`src/rtl/core/bsmt_pkg.sv`:
```
package bsmt_pkg;

    // Set capacity and derived widths
    localparam int SET_CAPACITY = 128;
    localparam int CNT_W        = $clog2(SET_CAPACITY + 1);
    localparam int DATA_W       = 32;

    // Hit reduction: cells are ORed in groups, one register per group
    localparam int GRP_SIZE = 16;
    localparam int GRP_NUM  = (SET_CAPACITY + GRP_SIZE - 1) / GRP_SIZE;
    localparam int HIT_W    = GRP_NUM * GRP_SIZE;

    // Operation codes
    localparam logic [1:0] OP_INSERT = 2'd0;
    localparam logic [1:0] OP_REMOVE = 2'd1;

    // Per-cycle controls broadcast to every cell
    typedef struct packed {
        logic cmp_en;      // register the compare result
        logic shift_up;    // take lower neighbor (cell 0 takes the key)
        logic shift_down;  // take upper neighbor
        logic fill_head;   // matching cell takes the head cell's value
    } cell_ctl_t;

endpackage

```
`src/rtl/core/bsmt_hit_tree.sv`:
```
module bsmt_hit_tree (
    input  logic                        aclk,
    input  logic                        en,
    input  logic [bsmt_pkg::HIT_W-1:0]  hits,
    output logic                        any_hit
);

    logic [bsmt_pkg::GRP_NUM-1:0] grp_reg;

    // First level: one registered OR per group of cells
    always_ff @(posedge aclk) begin
        if (en) begin
            for (int g = 0; g < bsmt_pkg::GRP_NUM; g++) begin
                grp_reg[g] <= |hits[g*bsmt_pkg::GRP_SIZE +: bsmt_pkg::GRP_SIZE];
            end
        end
    end

    // Final level over the group results
    assign any_hit = |grp_reg;

endmodule

```
`config.mk`:
```
export PLATFORM = sky130hd
export DESIGN_NAME = bsmt_hit_tree
export DESIGN_NICKNAME = d
export VERILOG_FILES = /design/src/rtl/core/bsmt_pkg.sv /design/src/rtl/core/bsmt_hit_tree.sv
export SDC_FILE = /design/constraint.sdc
export NUM_CORES = 1
export LEC_CHECK = 0
export ABC_AREA = 1
export BUFFER_PORTS_ARGS = -buffer_cell sky130_fd_sc_hd__buf_2
export CORE_MARGIN = 4
export CORE_UTILIZATION = 24
export CTS_BUF_LIST = sky130_fd_sc_hd__clkbuf_2
export DETAILED_ROUTE_END_ITERATION = 10
export GPL_ROUTABILITY_DRIVEN = 0
export PLACE_DENSITY = 0.86
export RECOVER_POWER = 50
export SYNTH_ARGS = -nofsm -noshare
export SYNTH_HDL_FRONTEND = slang
export SYNTH_SLANG_ARGS = --single-unit
```
`constraint.sdc`:
```
create_clock -name aclk -period 0.8 [get_ports aclk]
set_input_delay 0.12 -clock aclk [delete_from_list [all_inputs] [get_ports aclk]]
set_output_delay 0.12 -clock aclk [all_outputs]
set_load 0.005 [all_outputs]
```
==> metrics.cfg <==
[drt]
highest_layer = met4
vias = 1225
drtPass1Iterations = 4
drt-met1-wl_um = 850
drt_iter0_markers = 10
antenna_left = 0
wl_met3_um = 396
wl_per_cell_um = 8.48
routed_wirelength_um = 2520
wl_met2_um = 1240
drc = 0
avgViaCountPerCell = 4.12

[floorplanning]
num_rows = 19
start_util_pct = 25.4
placeableCoreArea_um2 = 2810
dieArea_um2 = 3900
die_height_um = 62.5
io_pins = 131
die_x_um = 62.5

[layout]
drive_above_1_share_pct = 50.0
nNetsFinal = 398
fill_cells = 298
stdcell_count = 297
largest_reg_flops = 8
n_antenna_cell = 0
area_delta_synth_final_pct = 99.1

[clocking]
clock_path_buffers = 2
cts.sinks = 8
clkTransAtPathRegs_ns = 0.07
cts_tree = yes
h-tree-depth = 1
cts_buffers = 3
holdBufCountCts = 0
cts.root.buffer_cell = clkbuf_2
cts_setup_buffers = 0

[run_status]
violations = negative setup slack
run_status = finished with violations

[worst_setup_path]
start_kind = register
worst_ep_arrival_time_ns = 0.93
cp-end-kind = output port
crit_fanout = 1
cp_slowest_cell = edfxtp_1
cp_cell_sequence = nor2_2 > nand4_1 > buf_2
worstSetupPathType = reg2out
cp_slowest_stage_delay_ns = 0.38
critPathRequiredTime_ns = 0.68

[place]
hpwl_um = 2380
place_inst = 294
dpl_worst_slack_ns = -0.0524
portBuffers = 130

[power]
swShare_pct = 23.9
leakage_nw = 0.765
clkPwrFrac_pct = 20.2
combPwrFrac_pct = 36.1
ir_worst_vdd_mv = 0.384
p_total_mw = 1.11
p_switching_uw = 266
powerDensity_nw_per_um2 = 786
p_int_uw = 849
seq_power_share_pct = 43.7

[synth]
synthTopCellsByArea = nor2_1 44%, edfxtp_1 34%, nand2_1 21%, nand4_1 0.88%
seq_area_frac_synth_pct = 33.7
syn_inst = 133
async_flop_share_pct = 0
yosys_register_bits = 8
synth-edff-count = 8
yosys_warnings = 0
synth_ff_type = edfxtp_1
yosysTopAreaCellShare_pct = 44.3
yosys-top-cells-count = 84 x nor2_1, 40 x nand2_1, 8 x edfxtp_1
syn_avg_cell_area_um2 = 5.35
ys_types = 4
netlist_area_um2 = 712
yosysMostFrequentCell = nor2_1
syn_nets = 263
yosysTopAreaCell = nor2_1

[timing]
drv_slew = 0
fmax_mhz = 949
hold_violations = 0
finalWorstSetupSlack_ns = -0.254
period_share_pct = 132
grt_setup_unrepaired = yes
setup_tns_ns = -0.254
worst_slew_pin_slew_ns = 0.431
setup_viol = 1
period_needed_ns = 1.05
slew_headroom_pct = 71.3

[min_path]
min_path_cells = 5
min-delay-start = hits[64]
hold_path_class = in2reg
whs_endpoint = grp_reg[4]$_DFFE_PP_

[grt]
grt_max_degree = 9
grt_pass1_wl_um = 4170
grt_pass1_vias = 1143
antenna_found_initial = 0
overflow = 0
grt_use_total_pct = 12.7

[job]
drv_cap = 0

-- routing by layer --
layer  vias up  GRT usage, %
li1        677             -
met1       466          13.6
met2        80          22.1
met3         2          4.50
met4         0          5.79
met5         -             0
-- power groups by stage --
stage / Combinational, mW / Clock [mW] / Sequential, mW
4_1_cts: 0.410 / 0.247 / 0.487
2_1_floorplan: 0.0953 / 0 / 0.494
3_5_place_dp: 0.408 / 0 / 0.495
3_3_place_gp: 0.402 / 0 / 0.494
5_1_grt: 0.467 / 0.275 / 0.489
6_report: 0.403 / 0.225 / 0.487
-- critical path: cells and delay by family (launching register included) --
| kind | cells | cell delay [ns] |
|---|---|---|
| buf+inv | 1 | 0.13 |
| flops | 1 | 0.38 |
| simple gates | 2 | 0.20 |
-- cells in the final DEF (no fill, tap or decap) --
cell,instances
buf_2,129
clkbuf_1,1
clkbuf_2,3
edfxtp_1,8
nand2_1,40
nand4_1,1
nor2_1,83
nor2_2,1
-- final cells by class --
class,count,area (um^2),area share [%]
clock buffer,3,15.0,1.06
multi-input combinational,125,474,33.5
timing repair buffer,130,649,45.8
sequential,8,240,16.9
tap,31,38.8,2.74
-- worst max path at each step --
stage                          from      end  slack [ns]  cells after the start
6_report       grp_reg[2]$_DFFE_PP_  any_hit       -0.25                      3
5_1_grt        grp_reg[2]$_DFFE_PP_  any_hit       -0.36                      3
4_1_cts        grp_reg[2]$_DFFE_PP_  any_hit       -0.29                      3
3_5_place_dp   grp_reg[3]$_DFFE_PP_  any_hit       -0.05                      3
3_3_place_gp   grp_reg[3]$_DFFE_PP_  any_hit       -0.07                      3
2_1_floorplan  grp_reg[3]$_DFFE_PP_  any_hit        0.14                      2
-- cells by family after synthesis --
family / count (synthesis) / share of synthesized area, %
simple gates: 125 / 66.3
flops: 8 / 33.7
-- what timing repair did --
| item | CTS | global route |
|---|---|---|
| setup endpoints to repair | 1 | 1 |
| pin swaps | 2 | 0 |
| resized for setup | 1 | 0 |
-- through the flow --
step,hold WS [ns],cell area [um^2],utilization (%)
floorplan,0.232,712,-
global placement,0.449,1400,50.0
detailed placement,0.454,1400,50.0
CTS,0.208,1420,50.6
global route,0.217,1420,50.5
finish,0.222,1420,50.5
No activity file was read; power rests on OpenSTA's default activity.
