File: config.mk
export PLATFORM = sky130hd
export DESIGN_NAME = bsmt_cell
export DESIGN_NICKNAME = d
export VERILOG_FILES = /design/src/rtl/core/bsmt_pkg.sv /design/src/rtl/core/bsmt_cell.sv
export SDC_FILE = /design/constraint.sdc
export NUM_CORES = 1
export LEC_CHECK = 0
export ABC_AREA = 0
export BUFFER_PORTS_ARGS = -buffer_cell sky130_fd_sc_hd__buf_2
export CAP_MARGIN = 30
export CORE_UTILIZATION = 39
export CTS_CLUSTER_DIAMETER = 30
export DETAILED_ROUTE_END_ITERATION = 7
export PLACE_DENSITY = 0.9
export SLEW_MARGIN = 0
export SYNTH_ARGS = -nofsm -noshare
export SYNTH_HDL_FRONTEND = slang
export SYNTH_SLANG_ARGS = --single-unit
File: constraint.sdc
create_clock -name aclk -period 2.5 [get_ports aclk]
set_clock_uncertainty 0.2 [all_clocks]
set_input_delay 0.375 -clock aclk [delete_from_list [all_inputs] [get_ports aclk]]
set_output_delay 0.375 -clock aclk [all_outputs]
set_load 0.05 [all_outputs]
File: src/rtl/core/bsmt_pkg.sv
package bsmt_pkg;

    // Set capacity and derived widths
    localparam int SET_CAPACITY = 128;
    localparam int CNT_W        = $clog2(SET_CAPACITY + 1);
    localparam int DATA_W       = 32;

    // Hit reduction: cells are ORed in groups, one register per group
    localparam int GRP_SIZE = 16;
    localparam int GRP_NUM  = (SET_CAPACITY + GRP_SIZE - 1) / GRP_SIZE;
    localparam int HIT_W    = GRP_NUM * GRP_SIZE;

    // Operation codes
    localparam logic [1:0] OP_INSERT = 2'd0;
    localparam logic [1:0] OP_REMOVE = 2'd1;

    // Per-cycle controls broadcast to every cell
    typedef struct packed {
        logic cmp_en;      // register the compare result
        logic shift_up;    // take lower neighbor (cell 0 takes the key)
        logic shift_down;  // take upper neighbor
        logic fill_head;   // matching cell takes the head cell's value
    } cell_ctl_t;

endpackage

File: src/rtl/core/bsmt_cell.sv
module bsmt_cell (
    input  logic                       aclk,
    input  bsmt_pkg::cell_ctl_t        ctl,
    input  logic                       entry_valid,
    input  logic [bsmt_pkg::DATA_W-1:0] key,
    input  logic [bsmt_pkg::DATA_W-1:0] dn_data,
    input  logic [bsmt_pkg::DATA_W-1:0] up_data,
    input  logic [bsmt_pkg::DATA_W-1:0] head_data,
    output logic [bsmt_pkg::DATA_W-1:0] data,
    output logic                       hit
);

    logic [bsmt_pkg::DATA_W-1:0] data_reg;
    logic                        hit_reg;

    // Stored entry: shifts along the chain or takes the head value on a remove
    always_ff @(posedge aclk) begin
        if (ctl.shift_up) begin
            data_reg <= dn_data;
        end else if (ctl.shift_down) begin
            data_reg <= up_data;
        end else if (ctl.fill_head && hit_reg) begin
            data_reg <= head_data;
        end
    end

    // Registered compare against the current request key
    always_ff @(posedge aclk) begin
        if (ctl.cmp_en) begin
            hit_reg <= entry_valid && (data_reg == key);
        end
    end

    assign data = data_reg;
    assign hit  = hit_reg;

endmodule

==> results of run 1 <==
-- layout by cell type, fill, tap and decap left out, drive strengths merged --
| master | netlist | routed |
|---|---|---|
| buf | 5 | 170 |
| a211o | 1 | 1 |
| edfxtp | 33 | 33 |
| xor2 | 31 | 31 |
| nand4 | 1 | 1 |
| mux2i | 32 | 32 |
| xnor2 | 1 | 1 |
| nor3 | 2 | 2 |
| clkbuf | 6 | 8 |
| nand2 | 32 | 32 |
| nor4 | 7 | 7 |
| nand3 | 2 | 2 |
| o21ai | 32 | 32 |
-- report_power, final --
group	internal (mW)	switching (mW)	total, mW
clock network	0.198	0.181	0.378
logic	0.182	0.330	0.512
registers	0.677	0.0377	0.714
-- metrics by stage --
stage,utilization,instance area [um2],cells,total power [mW]
after floorplan,-,2010,185,1.05
after global placement,0.598,2900,411,1.23
after detailed placement,0.598,2900,411,1.24
after CTS,0.615,2980,419,1.62
after global routing,0.615,2980,419,1.69
final,0.615,2980,419,1.60
-- logic make-up after synthesis --
group / after synthesis / share of synthesized area
AND/OR/NAND/NOR: 44 / 0.0971
AO/OA/AOI/OAI: 33 / 0.0840
flip-flops: 33 / 0.493
XOR/XNOR: 32 / 0.139
multiplexers: 32 / 0.159
buffers and inverters: 11 / 0.0274
-- per-layer routing --
| metal | track usage | share of wire |
|---|---|---|
| met3 | 0.0508 | 0.072 |
| met2 | 0.413 | 0.54 |
| met1 | 0.217 | 0.37 |
| met4 | 0.0513 | 0.010 |
| met5 | 0 | 0 |
-- critical path, cell delays in order, from the launching register on --
cell	delay, ps
edfxtp_1	410
xor2_1	160
nor4_1	450
nand4_1	190
nor3_2	200
-- path summary, 6_finish.rpt --
| kind | start | end | slack [ps] | depth (start not counted) |
|---|---|---|---|---|
| worst max register to register | data[28]$_DFFE_PP_ | hit$_DFFE_PP_ | 760 | 4 |
| worst min-delay path | ctl[3] | hit$_DFFE_PP_ | 110 | 1 |
| worst min register to register | data[3]$_DFFE_PP_ | hit$_DFFE_PP_ | 560 | 3 |
| worst max-delay path | data[28]$_DFFE_PP_ | hit$_DFFE_PP_ | 760 | 4 |
-- area by class of cell --
cell class | count | area, um2 | share of cell area
flip-flops and latches | 33 | 991 | 0.332
multi-input cells | 141 | 965 | 0.324
well taps | 67 | 83.8 | 0.0281
repair buffers | 170 | 861 | 0.289
clock buffers | 8 | 80.1 | 0.0269
==> results.yml, run 1 <==
sta:
  slew_headroom: 0.644
  max_freq_mhz: 574
  finalCritPeriodShare: 0.697
  setup_viol: 0
  rsz0062_at_grt: "false"
  hold_ws_ps: 114
  worst_pin_slew_ps: 534
  setup-tns-final_ps: 0
  finalHoldViolations: 0
  fin_crit_ps: 1740
  maxSlewViolCount: 0
  finalWorstSetupSlack_ps: 757
clock_network:
  clockBufferDepth: 2
  h-tree-depth: 2
  cts_tree: "done"
  clock-sinks: 33
  post_cts_resized: 0
  clock_latency_ps: 280
  clockRootBuffer: "clkbuf_8"
  cts_setup_buffers: 0
  cts-buffers-inserted: 5
  cts_hold_buf: 0
  cts.clk_slew.worst_paths_ps: 60
route:
  drc: 0
  drt-total-wl_mm: 5.82
  ant_nets: 0
  drtIter0Drc: 110
  drt-pass1-iter-count: 5
  wl_per_cell_um: 13.9
  vias: 2025
  avgViaCountPerCell: 4.83
die:
  rows: 25
  dieArea_um2: 5450
  die_x_um: 73.8
  ios: 167
  die_h_um: 73.8
  initial_utilization: 0.415
  core_area_um2: 4850
yosys:
  synth_common_cells: "33 x edfxtp_1, 32 x mux2i_1, 32 x nand2_1, 32 x o21ai_0, 31 x xor2_1"
  avgSynthCellArea_um2: 10.9
  synth.most_common_cell: "edfxtp_1"
  synthFlopType: "edfxtp_1"
  ys_seq_area_frac: 0.493
  syn_inst: 185
  yosys-top-cells-area: "edfxtp_1 49%, mux2i_1 16%, xor2_1 14%"
  netlist_area_um2: 2010
  synth.largest_area_cell: "edfxtp_1"
  syn_nets: 319
  synthArstFlopShare: 0
  ys_ff_latch: 33
  synth_edf_count: 33
  synth_top_area_frac: 0.493
  synth_warnings: 0
  netlist-cell-type-count: 15
global_route:
  grt.overflow.total: 0
  grt.total_usage: 0.209
  first_global_vias: 1873
  grt_pass1_wl_mm: 8.30
  grt_max_degree: 65
  antenna_found_initial: 0
outcome:
  run_status: "finished, final reports clean"
place:
  gp_congestion: 0.737
  io_buffers: 166
  dp_hpwl_mm: 4.60
  dp_slack_ps: 658
cells_and_area:
  diodes: 0
  fill_cells: 407
  largest_register_ff_count: 32
  area_growth_pct: 48.2
  fin_nets: 485
  drive_gt1_frac: 0.500
setup_path:
  crit_required_ps: 2430
  crit_path_end_kind: "flip-flop"
  critPathKind: "reg -> reg"
  worst-path-max-fanout: 2
  arrival_ps: 1670
  cp-start-kind: "flip-flop"
power_and_ir_drop:
  peakVddDrop_mv: 0.289
  power-per-cell-area_nw_per_um2: 538
  leakagePower_nw: 1.51
worst_hold_path:
  hp-class: "in -> reg"
run:
  drv_cap: 0
(Power assumes the default switching activity.)
==> inputs of run 2 (changes only) <==
--- a/config.mk
+++ b/config.mk
@@ -8,10 +8,10 @@
 export ABC_AREA = 0
 export BUFFER_PORTS_ARGS = -buffer_cell sky130_fd_sc_hd__buf_2
 export CAP_MARGIN = 30
-export CORE_UTILIZATION = 39
+export CORE_UTILIZATION = 35
 export CTS_CLUSTER_DIAMETER = 30
 export DETAILED_ROUTE_END_ITERATION = 7
-export PLACE_DENSITY = 0.9
+export PLACE_DENSITY = 0.86
 export SLEW_MARGIN = 0
 export SYNTH_ARGS = -nofsm -noshare
 export SYNTH_HDL_FRONTEND = slang
==> constraint.sdc (replaced) <==
create_clock -name aclk -period 1.4 [get_ports aclk]
set_clock_uncertainty 0.2 [all_clocks]
set_input_delay 0.21 -clock aclk [delete_from_list [all_inputs] [get_ports aclk]]
set_output_delay 0.21 -clock aclk [all_outputs]
set_load 0.05 [all_outputs]
==> run 2 against run 1 <==
Effect of this change: the run now ends with setup timing left; flip-flop and latch count unchanged; final area increased by 9.3%; clock power increased by 75%; highest routed layer unchanged.
==> results.yml, run 2 (synthesis results as in run 1) <==
place:
  dp_hpwl_mm: 4.68
  gp_congestion: 0.739
  dp_slack_ps: -316
  io_buffers: 166
  dpl_cell_area_um2: 2980
setup_path:
  crit_path_end_kind: "flip-flop"
  cp_cell_sequence: "xor2_1 -> nor4_2 -> nand4_1 -> nor3_2"
  reg2reg_depth: 4
  critical_path.reg2reg.startpoint: "data[2]$_DFFE_PP_"
  arrival_ps: 1560
  cpPeakStageDelay_ps: 430
  crit_required_ps: 1330
  cp_slowest_cell: "edfxtp_1"
  cp-start-kind: "flip-flop"
  r2r_setup_slack_ps: -230
  worst-path-max-fanout: 2
  reg2reg_to: "hit$_DFFE_PP_"
  critPathKind: "reg -> reg"
route:
  wl_per_cell_um: 14.3
  drt-pass1-iter-count: 4
  drt-total-wl_mm: 6.27
  avgViaCountPerCell: 4.78
  ant_nets: 0
  drc: 0
  vias: 2090
  drtIter0Drc: 53
worst_hold_path:
  hold_depth: 3
  hp-start: "dn_data[11]"
  hp-class: "in -> reg"
  hold_end: "data[11]$_DFFE_PP_"
die:
  die_h_um: 77.8
  dieArea_um2: 6050
  core_area_um2: 5510
  rows: 27
  initial_utilization: 0.365
  ios: 167
  die_x_um: 77.8
cells_and_area:
  fin_area_um2: 3260
  largest_register_ff_count: 32
  fin_nets: 498
  final-seq-area_um2: 991
  final_cell_mix: "159 x buf_2, 33 x edfxtp_1, 32 x mux2i_1, 32 x nand2_1, 32 x o21ai_0"
  area_growth_pct: 62.0
  multi_input_area_um2: 1040
  diodes: 0
  drive_gt1_frac: 0.529
  mostFrequentLayoutCell: "buf_2"
  fill_cells: 482
sta:
  maxSlewViolCount: 0
  setup_viol: 36
  rsz0062_at_grt: "true"
  finalWorstSetupSlack_ps: -229
  finalCritPeriodShare: 1.16
  fin_crit_ps: 1630
  max_freq_mhz: 614
  worst_pin_slew_ps: 291
  slew_headroom: 0.804
  finalHoldViolations: 0
global_route:
  first_global_vias: 2096
  grt_pass1_wl_mm: 9.44
  grt.total_usage: 0.203
  grt_max_degree: 33
  antenna_found_initial: 0
  grt.overflow.total: 0
power_and_ir_drop:
  power-per-cell-area_nw_per_um2: 914
  leakagePower_nw: 1.62
  peakVddDrop_mv: 0.470
clock_network:
  clock-sinks: 33
  cts-buffers-inserted: 5
  cts_tree: "done"
  clockBufferDepth: 2
  h-tree-depth: 2
  clock_latency_ps: 280
  cts.clk_slew.worst_paths_ps: 70
  clockRootBuffer: "clkbuf_8"
outcome:
  failed_checks: "setup timing"
  run_status: "complete, but fails checks"
run:
  drv_cap: 0
run 2: cell count changes in the layout (fill, tap and decap cells not counted), moves of 4 or more:
cell     before  now
buf_6         0   10
a211o_4       0    4
buf_8         0    6
buf_2       166  159
run 2: final cells by class:
| class | instances | share of cell area |
|---|---|---|
| clock buffers | 5 | 0.0211 |
| clock inverters | 3 | 0.00384 |
| multi-input cells | 144 | 0.321 |
| flip-flops and latches | 33 | 0.304 |
| well taps | 72 | 0.0276 |
| repair buffers | 180 | 0.323 |
run 2: report_power, final:
part | switching (mW) | internal (mW) | total [mW]
clock network | 0.327 | 0.334 | 0.661
registers | 0.0691 | 1.21 | 1.28
logic | 0.629 | 0.412 | 1.04
run 2: repair_timing:
action / 4_1_cts / 5_1_grt
gates cloned: 3 / 0
gates resized for setup: 32 / 6
pin swaps: 4 / 3
buffers inserted: 3 / 4
setup endpoints to repair: 40 / 40
endpoints found under the hold margin: 1 / 0
hold buffers: 1 / 0
run 2: per-stage QoR:
stage	utilization	power, mW	instances	setup TNS, ps	hold slack [ps]
2_1_floorplan	-	1.87	185	-7660	122
3_3_place_gp	0.541	2.22	423	-1180	222
3_5_place_dp	0.541	2.25	423	-1860	229
4_1_cts	0.590	3.00	437	-1670	3.16
5_1_grt	0.592	3.11	437	-2940	10.1
6_report	0.592	2.98	437	-1820	8.91
run 2: worst max-delay path by stage:
stage | start | to | cells past startpoint | slack (ps)
global route | data[4]$_DFFE_PP_ | hit$_DFFE_PP_ | 4 | -270
finish | data[2]$_DFFE_PP_ | hit$_DFFE_PP_ | 4 | -230
global placement | data[4]$_DFFE_PP_ | hit$_DFFE_PP_ | 4 | -280
CTS | data[4]$_DFFE_PP_ | hit$_DFFE_PP_ | 4 | -230
detailed placement | data[2]$_DFFE_PP_ | hit$_DFFE_PP_ | 4 | -320
floorplan | data[24]$_DFFE_PP_ | hit$_DFFE_PP_ | 4 | -310
run 2: critical path: cells and delay by family, from the launching register on:
kind          cells  cell delay (ps)
xor+xnor          1              180
flops             1              430
simple gates      3              680
run 2: routing by layer:
layer | part of all wire | GRT usage | routed length, um | vias up
met2 | 0.56 | 0.416 | 3520 | 102
met1 | 0.36 | 0.197 | 2250 | 952
met5 | 0 | 0 | 0 | -
li1 | - | - | - | 1030
met3 | 0.066 | 0.0412 | 414 | 6
met4 | 0.012 | 0.0642 | 76 | 0
